[src/rtl/lru_pr_pkg.sv]
// ----------------------------------------------------------------------------
// lru_pr_pkg
// Shared types and fixed field widths for the LRU page replacement engine.
// ----------------------------------------------------------------------------
`default_nettype none

package lru_pr_pkg;

  localparam int PAGE_W  = 16;
  localparam int SLOT_W  = 4;
  localparam int FAULT_W = 32;
  localparam int CFG_W   = 5;
  localparam int OUT_W   = 56;

  localparam logic [CFG_W-1:0] FRAMES_RESET = 5'd16;

  typedef enum logic [1:0] {
    ST_IDLE,
    ST_SCAN,
    ST_UPDATE
  } lru_state_t;

endpackage

`default_nettype wire

[src/rtl/lru_page_replacement.sv]
// ----------------------------------------------------------------------------
// lru_page_replacement
// LRU page replacement engine: looks up one page reference, fills a free
// frame or replaces the least recently used one, and reports the outcome.
// ----------------------------------------------------------------------------
// Usage
//   s_axis: one page reference per transfer, page number in tdata[15:0].
//   m_axis: one result per reference (hit, frame slot, evicted page, faults).
//   cfg_wr_en/cfg_wr_data: frames_in_use, written while the engine is idle.
// Timing
//   A new reference is taken only in the idle state. The engine then walks
//   the frame table one entry a cycle through the single page memory read
//   port (read data is registered), and finishes in an update state. The
//   result is registered and appears the cycle after the update.
// Reset
//   All frames empty, recency ranks and fault count zero, frames_in_use 16.
//   The page memory is not cleared; entries are only compared once valid.
// Stall
//   A new reference is accepted while a result waits; if the receiver still
//   holds the previous result at update time, the engine waits there.
// ----------------------------------------------------------------------------
`default_nettype none

module lru_page_replacement
  import lru_pr_pkg::*;
#(
  parameter int MAX_FRAMES = 16,
  parameter int PAGE_BITS  = 16
) (
  input  wire logic               clk,
  input  wire logic               rst,
  input  wire logic               s_axis_tvalid,
  output logic                    s_axis_tready,
  input  wire logic [PAGE_W-1:0]  s_axis_tdata,   // page_number
  output logic                    m_axis_tvalid,
  input  wire logic               m_axis_tready,
  output logic [OUT_W-1:0]        m_axis_tdata,   // hit, frame_slot, evicted_valid,
                                                  // evicted_page, fault_total
  input  wire logic               cfg_wr_en,
  input  wire logic [CFG_W-1:0]   cfg_wr_data
);

  localparam int SW   = (MAX_FRAMES > 1) ? $clog2(MAX_FRAMES) : 1;
  localparam int FW   = $clog2(MAX_FRAMES + 1);
  localparam int EW   = (FW > CFG_W) ? FW : CFG_W;
  localparam logic [SW-1:0] LAST = SW'(MAX_FRAMES - 1);
  localparam logic [EW-1:0] MAX_EXT = EW'(MAX_FRAMES);
  localparam logic [EW-1:0] ONE_EXT = EW'(1);

  lru_state_t state, state_next;

  logic [CFG_W-1:0]     frames_in_use;
  logic [PAGE_BITS-1:0] frame_page [MAX_FRAMES];
  logic [MAX_FRAMES-1:0] frame_valid;
  logic [SW-1:0]        recency_rank [MAX_FRAMES];
  logic [FW-1:0]        frames_filled;
  logic [FAULT_W-1:0]   fault_counter;

  logic [PAGE_BITS-1:0] page_in;
  logic [PAGE_BITS-1:0] page;
  logic [SW-1:0]        idx;
  logic                 issue_done;
  logic                 p_vld;
  logic [SW-1:0]        p_idx;
  logic [PAGE_BITS-1:0] rd_page;

  logic                 hit_found;
  logic [SW-1:0]        hit_slot;
  logic [SW-1:0]        hit_rank;
  logic                 vic_found;
  logic [SW-1:0]        vic_slot;
  logic [SW-1:0]        vic_rank;
  logic [PAGE_BITS-1:0] vic_page;

  logic                 upd_go;
  logic [EW-1:0]        cfg_ext;
  logic [EW-1:0]        eff_frames;
  logic                 fill_ok;
  logic                 limit_all;
  logic [SW-1:0]        limit;
  logic [SW-1:0]        new_slot;
  logic                 ev_valid;
  logic                 set_valid;
  logic [FAULT_W-1:0]   fault_next;
  logic [PAGE_W-1:0]    ev_page16;
  logic [SLOT_W-1:0]    slot4;

  // page number truncated or zero-extended to the stored width
  for (genvar j = 0; j < PAGE_BITS; j++) begin : g_page_in
    if (j < PAGE_W) begin : g_bit
      assign page_in[j] = s_axis_tdata[j];
    end else begin : g_zero
      assign page_in[j] = 1'b0;
    end
  end

  for (genvar j = 0; j < PAGE_W; j++) begin : g_ev_page
    if (j < PAGE_BITS) begin : g_bit
      assign ev_page16[j] = ev_valid ? vic_page[j] : 1'b0;
    end else begin : g_zero
      assign ev_page16[j] = 1'b0;
    end
  end

  for (genvar j = 0; j < SLOT_W; j++) begin : g_slot
    if (j < SW) begin : g_bit
      assign slot4[j] = new_slot[j];
    end else begin : g_zero
      assign slot4[j] = 1'b0;
    end
  end

  assign s_axis_tready = (state == ST_IDLE);
  assign upd_go        = (state == ST_UPDATE) && (!m_axis_tvalid || m_axis_tready);

  // outcome of the walk
  always_comb begin
    cfg_ext = EW'(frames_in_use);
    if (cfg_ext == '0) begin
      eff_frames = ONE_EXT;
    end else if (cfg_ext > MAX_EXT) begin
      eff_frames = MAX_EXT;
    end else begin
      eff_frames = cfg_ext;
    end
    fill_ok   = !hit_found && (EW'(frames_filled) < eff_frames);
    limit_all = fill_ok;
    limit     = hit_found ? hit_rank : vic_rank;
    ev_valid  = !hit_found && !fill_ok && vic_found;
    set_valid = !hit_found && (fill_ok || !vic_found);
    if (hit_found) begin
      new_slot = hit_slot;
    end else if (fill_ok) begin
      new_slot = frames_filled[SW-1:0];
    end else if (vic_found) begin
      new_slot = vic_slot;
    end else begin
      new_slot = '0;
    end
    if (hit_found || fault_counter == '1) begin
      fault_next = fault_counter;
    end else begin
      fault_next = fault_counter + FAULT_W'(1);
    end
  end

  always_ff @(posedge clk) begin
    if (rst) begin
      state <= ST_IDLE;
    end else begin
      state <= state_next;
    end
  end

  always_comb begin
    state_next = state;
    unique case (state)
      ST_IDLE: begin
        if (s_axis_tvalid) begin
          state_next = ST_SCAN;
        end
      end
      ST_SCAN: begin
        if (p_vld && p_idx == LAST) begin
          state_next = ST_UPDATE;
        end
      end
      ST_UPDATE: begin
        if (upd_go) begin
          state_next = ST_IDLE;
        end
      end
      default: state_next = ST_IDLE;
    endcase
  end

  // page memory
  always_ff @(posedge clk) begin
    if (state == ST_SCAN && !issue_done) begin
      rd_page <= frame_page[idx];
    end
    if (upd_go && !hit_found) begin
      frame_page[new_slot] <= page;
    end
  end

  // walk over the frames
  always_ff @(posedge clk) begin
    if (rst) begin
      p_vld      <= 1'b0;
      issue_done <= 1'b0;
    end else if (s_axis_tvalid && s_axis_tready) begin
      p_vld      <= 1'b0;
      issue_done <= 1'b0;
    end else if (state == ST_SCAN) begin
      p_vld <= !issue_done;
      if (!issue_done && idx == LAST) begin
        issue_done <= 1'b1;
      end
    end
  end

  always_ff @(posedge clk) begin
    if (s_axis_tvalid && s_axis_tready) begin
      page      <= page_in;
      idx       <= '0;
      hit_found <= 1'b0;
      vic_found <= 1'b0;
      vic_rank  <= '0;
      vic_slot  <= '0;
      hit_slot  <= '0;
      hit_rank  <= '0;
    end else if (state == ST_SCAN) begin
      if (!issue_done) begin
        p_idx <= idx;
        if (idx != LAST) begin
          idx <= idx + SW'(1);
        end
      end
      if (p_vld && frame_valid[p_idx]) begin
        if (!hit_found && rd_page == page) begin
          hit_found <= 1'b1;
          hit_slot  <= p_idx;
          hit_rank  <= recency_rank[p_idx];
        end
        if (!vic_found || recency_rank[p_idx] > vic_rank) begin
          vic_found <= 1'b1;
          vic_slot  <= p_idx;
          vic_rank  <= recency_rank[p_idx];
          vic_page  <= rd_page;
        end
      end
    end
  end

  // frame state, recency and fault count
  always_ff @(posedge clk) begin
    if (rst) begin
      frames_in_use <= FRAMES_RESET;
      frame_valid   <= '0;
      frames_filled <= '0;
      fault_counter <= '0;
      for (int i = 0; i < MAX_FRAMES; i++) begin
        recency_rank[i] <= '0;
      end
    end else begin
      if (cfg_wr_en) begin
        frames_in_use <= cfg_wr_data;
      end
      if (upd_go) begin
        fault_counter <= fault_next;
        if (set_valid) begin
          frame_valid[new_slot] <= 1'b1;
          frames_filled <= fill_ok ? frames_filled + FW'(1) : FW'(1);
        end
        for (int i = 0; i < MAX_FRAMES; i++) begin
          if (SW'(i) == new_slot) begin
            recency_rank[i] <= '0;
          end else if (frame_valid[i] && (limit_all || recency_rank[i] < limit)) begin
            recency_rank[i] <= recency_rank[i] + SW'(1);
          end
        end
      end
    end
  end

  // result register
  always_ff @(posedge clk) begin
    if (rst) begin
      m_axis_tvalid <= 1'b0;
    end else if (upd_go) begin
      m_axis_tvalid <= 1'b1;
    end else if (m_axis_tready) begin
      m_axis_tvalid <= 1'b0;
    end
  end

  always_ff @(posedge clk) begin
    if (upd_go) begin
      m_axis_tdata <= {2'b00, fault_next, ev_page16, ev_valid, slot4, hit_found};
    end
  end

  a_accept_starts_walk: assert property (@(posedge clk) disable iff (rst)
    s_axis_tvalid && s_axis_tready |=> state == ST_SCAN)
    else $error("transfer accepted but walk not started");

  a_filled_matches_valid: assert property (@(posedge clk) disable iff (rst)
    $countones(frame_valid) == int'(frames_filled))
    else $error("filled count differs from valid frames");

  a_filled_bound: assert property (@(posedge clk) disable iff (rst)
    int'(frames_filled) <= MAX_FRAMES)
    else $error("filled count beyond frame table");

  a_hit_keeps_faults: assert property (@(posedge clk) disable iff (rst)
    upd_go && hit_found |=> fault_counter == $past(fault_counter))
    else $error("fault count moved on a hit");

  a_update_gives_result: assert property (@(posedge clk) disable iff (rst)
    upd_go |=> m_axis_tvalid && state == ST_IDLE)
    else $error("update without result");

endmodule

`default_nettype wire

[config.mk]
export PLATFORM = sky130hd
export DESIGN_NAME = lru_page_replacement
export DESIGN_NICKNAME = d
export VERILOG_FILES = /design/src/rtl/lru_pr_pkg.sv /design/src/rtl/lru_page_replacement.sv
export SDC_FILE = /design/constraint.sdc
export NUM_CORES = 1
export LEC_CHECK = 0
export ABC_CLOCK_PERIOD_IN_PS = 5650
export BUFFER_PORTS_ARGS = -buffer_cell sky130_fd_sc_hd__buf_2
export CAP_MARGIN = 20
export CORE_MARGIN = 2
export CORE_UTILIZATION = 50
export DETAILED_ROUTE_END_ITERATION = 10
export GPL_ROUTABILITY_DRIVEN = 0
export PLACE_DENSITY = 0.67
export SYNTH_ARGS = -nofsm -noshare
export SYNTH_HDL_FRONTEND = slang
export SYNTH_SLANG_ARGS = --single-unit
export TNS_END_PERCENT = 5
[constraint.sdc]
create_clock -name clk -period 5.65 [get_ports clk]
set_clock_uncertainty 0.05 [all_clocks]
set_input_delay 0.8475 -clock clk [delete_from_list [all_inputs] [get_ports clk]]
set_output_delay 0.8475 -clock clk [all_outputs]
set_load 0.02 [all_outputs]
* Yosys cells after proc, flatten, opt, wreduce, memory -nomap -nowiden *
Memories as Yosys holds them, arrays and structs flattened. A register that Yosys moved wholly into a read port is not among the register bits.
Cells that the tools add are included.

storage, ports and cells
  bits in registers = 175
  memory bits (writable) = 320
  input port bits = 26
  output and inout bits = 58
  logic and storage cells = 389
  memories = 2

cells by class
  add/subtract/negate cells = 19
  order comparisons = 22
  eq/ne operators = 25
  mux-type cells = 199
  bitwise logic cells = 35
  reductions and logical operators = 67

memory list
  name          depth  bits a word  rd ports  clocked after memory_dff  wr ports  line                        RTL
  frame_page    16     16           1         1                         1         lru_page_replacement.sv:53  logic [PAGE_BITS-1:0] frame_page [MAX_FRAMES];
  recency_rank  16     4            17        1                         16        lru_page_replacement.sv:55  logic [SW-1:0] recency_rank [MAX_FRAMES];

operators with widths
  operator                                                                       number
  1-bit 2-to-1 mux                                                               152
  4-bit 2-to-1 mux                                                               37
  4-bit by 1-bit adder with 4-bit output (second input constant)                 17
  4-bit less-than comparator                                                     16
  32-bit by 1-bit adder with 32-bit output (second input constant)               1
  32-bit equality test (second input constant)                                   1
  4-bit equality test (first input constant)                                     8
  32-bit 2-to-1 mux                                                              1
  1-bit bitwise OR                                                               32
  1-bit logical AND                                                              29
  1-bit logical OR                                                               20
  16-bit equality test                                                           1
  3-bit by 4-bit equality test with 1-bit output (first input constant)          4
  16-bit bitwise OR                                                              1
  5-bit 2-to-1 mux                                                               3
  3-bit AND reduction                                                            5
  4-bit by 5-bit less-than comparator with 1-bit output (second input constant)  2
  2-bit by 4-bit equality test with 1-bit output (first input constant)          2
  4-bit equality test (second input constant)                                    2
  2-bit 2-to-1 mux                                                               3
  2-bit inequality test (second input constant)                                  3
  2-bit case mux with 3 select lines                                             1
  5-bit by 1-bit adder with 5-bit output (second input constant)                 1
  5-bit > comparator (second input constant)                                     1
  other kinds (18)                                                               24

* Depth between registers and ports, before layout *
  word-level depth = 14
  mapped depth = 13
  depth with buffers taken out = 11

* Least setup slack after synthesis *
Ideal clock, no wire load.

  path kind = register -> register
  from = register with a tool-made name
  to = register vic_page[0] (enable)
  setup time = 0.341 ns
  arrival time = 3.626 ns
  data required time = 5.259 ns
  path slack = 1.634 ns
  cell stages (with the launch flop) = 12
  buffers on the path = 2
  period minus slack after synthesis = 4.016 ns
  cell sequence = dfxtp_1 clkbuf_1 buf_2 mux4_2 mux4_2 ha_1 nor2b_1 o21a_1 o21a_1 o21a_1 o21ai_1 inv_1

RTL lines
  item                  line                         RTL
  to (signal assigned)  lru_page_replacement.sv:230  vic_page <= rd_page;
  to (decl)             lru_page_replacement.sv:73   logic [PAGE_BITS-1:0] vic_page;

==> results by group <==
Run status
  – Outcome: finished, final reports clean

Power
  – Total Power: 8.234 mW
  – LEAKAGE: 8.501 nW
  – Sequential Power Share: 52.6%
  – Switching Share: 22.93%
  – Internal: 6.346 mW
  – PwrDens: 318.3 mW/mm2
  – Max VDD drop: 0.2398 mV
  – Net Sw Power: 1.888 mW
  – Comb pwr share: 7.8%
  – Clock share of power: 39.6%

Clock tree
  – H-tree levels: 2
  – Latest clock arrival within the worst-skew pair: 0.61 ns
  – Clock Path Buffers: 3
  – CTS Buf Count: 53
  – Number of hold buffers added after CTS: 0
  – Root Driver: clkbuf_16
  – Post-CTS sizing: 0
  – Post-CTS setup buffer count: 0
  – Clock tree sinks: 515
  – Worst-path clk slew: 0.06 ns
  – TritonCTS clock tree: yes

Synth
  – Synth area leaders: edfxtp_1 (55%), mux4_2 (10%), dfxtp_1 (7.7%), ha_1 (4.1%), xnor2_1 (2.3%)
  – Synth Area in Simple Gates: 8.864%
  – Sequential fraction of the synthesis area: 63.07%
  – Synth area leader: edfxtp_1
  – Yosys top cell area share: 55.36%
  – Ys Warns: 0
  – Asr flop ratio synth: 0%
  – Synth Cell Area: 0.02311 mm2
  – Mux contribution to synthesized area: 11.31%
  – Netlist cell types: 76
  – Main combinational cell family by area after synthesis: multiplexers
  – Synth Flop Type: edfxtp_1
  – Cell count after synthesis: 1,554
  – Synth Area in Adders: 4.061%
  – Flops & latches, synth: 515
  – Post-synth EDFFs: 426
  – Syn Area/Cell: 14.87 um2
  – Compound-Gate Fraction of Synth Area: 6.585%
  – Post-Synth XOR/XNOR Area: 3.942%

Finish
  – Commonest non-fill, non-tap cell in the layout: edfxtp_1
  – Layout cell share with drive strength beyond 1: 20.18%
  – # nets final: 1,739
  – Area added between synthesis and finish: 11.95%
  – Fin cells: 2,282
  – Most frequent cells in the layout: edfxtp_1 (426), mux4_2 (104), nor2_1 (95), dfxtp_1 (87), buf_2 (81)

STA
  – Worst slew margin: 21.08%
  – Tmin final: 4.406 ns
  – RSZ-0062 raised after global routing: no
  – Fin. Hold Viols: 0
  – Final-report max-slew violation count: 0
  – Slew @ Worst Pin: 1.180 ns
  – Period utilisation layout: 77.97%
  – F_max: 227.0 MHz
  – Endpoints failing setup: 0
  – Post-route setup TNS: 0 ns

Setup path
  – Req. time, crit path: 5.83 ns
  – Worst setup EP type: flip-flop
  – Crit-path max FO: 20
  – CP arrival: 4.58 ns
  – Worst Setup Path Type: reg2reg
  – CP startpoint kind: flip-flop

Placement
  – Hpwl dp: 35,120 um
  – Placed insts: 2,182
  – Port bufs: 81

Floorplan
  – Die W: 219.0 um
  – Die ar.: 0.04795 mm2
  – Std cell rows: 78
  – DIE HEIGHT: 219.0 um
  – Core Box Area: 0.04548 mm2
  – Starting Density: 50.81%
  – I/O pin count: 84

Routing
  – DR iter-0 viols: 1,375
  – DR WL/cell: 22.88 um
  – DR DRC count: 0
  – Vias: 13.91k
  – Routed wire length: 52,220 um
  – Drt pass-1 iters: 5
  – Via density: 6.094
  – Post-route antenna net violation count: 0

Global routing
  – Vias in the first global route: 13.45k
  – Total global-route track usage: 22.06%
  – Largest net degree at the start of global routing: 49
  – Gr ovfl total: 0
  – First-pass GRT wire length: 79,780 um
  – Antenna violations before repair: 2

Run
  – Max-cap violation count: 0

Min path
  – Hold Crit Class: in2reg
==> synth_stat cells (all sizes together), types with 29 or more instances <==
cell / count
edfxtp: 426
mux4: 104
nor2: 103
dfxtp: 89
ha: 75
nand2: 72
nand3: 64
xnor2: 60
clkbuf: 55
xor2: 44
a21oi: 43
nor3: 42
buf: 33
inv: 30
o21ai: 30
o211ai: 29
==> per-stage QoR <==
step                      utilization, %  area (um2)  setup WS [ns]  hold slack, ns
after floorplan                        -       23110          1.634          0.3529
after global placement             53.28       24230          1.294          0.3954
after detailed placement           53.28       24230          1.272          0.4032
after CTS                          56.83       25850          1.234          0.3343
after global routing               56.87       25860         0.8873          0.3403
final                              56.88       25870          1.244          0.3668
==> worst max-delay path: stages (launching register included) <==
cell	delay [ns]
dfxtp_1	0.93
mux4_2	0.64
mux4_2	0.51
ha_1	0.30
nor2b_1	0.13
o21a_1	0.16
o21a_1	0.16
o21a_1	0.23
o21ai_1	0.44
inv_1	0.47
==> worst paths after layout <==
kind	startpoint	to	slack (ns)	depth (start not counted)
max	flip-flop	vic_page[0]	1.24	9
min	s_axis_tdata[15]	page[15]	0.37	1
max reg2reg	flip-flop	vic_page[0]	1.24	9
min reg2reg	rd_page[10]	vic_page[10]	0.42	0
==> registers in the layout (all words and copies together), names as in the netlist, 2 cells and up, named ones only <==
register and count:
hit_rank 4, page 16, rd_page 16, frame_page 256
recency_rank 64, hit_slot 4, frame_valid 16, idx 4
frames_filled 5, vic_slot 4, cfg_ext 5, p_idx 4
vic_rank 4, m_axis_tdata 54, vic_page 16, state 2
fault_counter 32
==> layer usage <==
layer | share of wire [%] | global-route usage (%) | vias to the layer above
met5 | 0 | 0 | -
met3 | 8.3 | 3.909 | 112
met4 | 2.8 | 7.590 | 0
met2 | 46 | 33.50 | 610
li1 | - | - | 6282
met1 | 43 | 32.27 | 6903
==> area by class of cell <==
class	instances	area (um2)
Fill cell	3623	19610
Inverter	33	123.9
Timing Repair Buffer	116	675.6
Antenna cell	2	5.005
Clock inverter	17	160.2
Clock buffer	80	1458
Sequential cell	515	14580
Multi-Input combinational cell	919	8115
Tap cell	600	750.7
==> power by group through the flow <==
| stage | Combinational (mW) | Clock [mW] | Sequential [mW] |
|---|---|---|---|
| global route | 0.688 | 3.47 | 4.35 |
| global placement | 0.624 | 0 | 4.41 |
| CTS | 0.639 | 3.33 | 4.33 |
| floorplan | 0.546 | 0 | 4.29 |
| finish | 0.644 | 3.26 | 4.33 |
| detailed placement | 0.632 | 0 | 4.41 |
==> logic make-up after synthesis <==
| logic type | after synthesis |
|---|---|
| AO/OA/AOI/OAI | 209 |
| XOR/XNOR | 104 |
| adder cells (fa/ha/maj) | 75 |
| buffers and inverters | 121 |
| flip-flops | 515 |
| multiplexers | 129 |
| other | 1 |
| AND/OR/NAND/NOR | 400 |
Note: power is estimated with default switching activity, not from simulation.
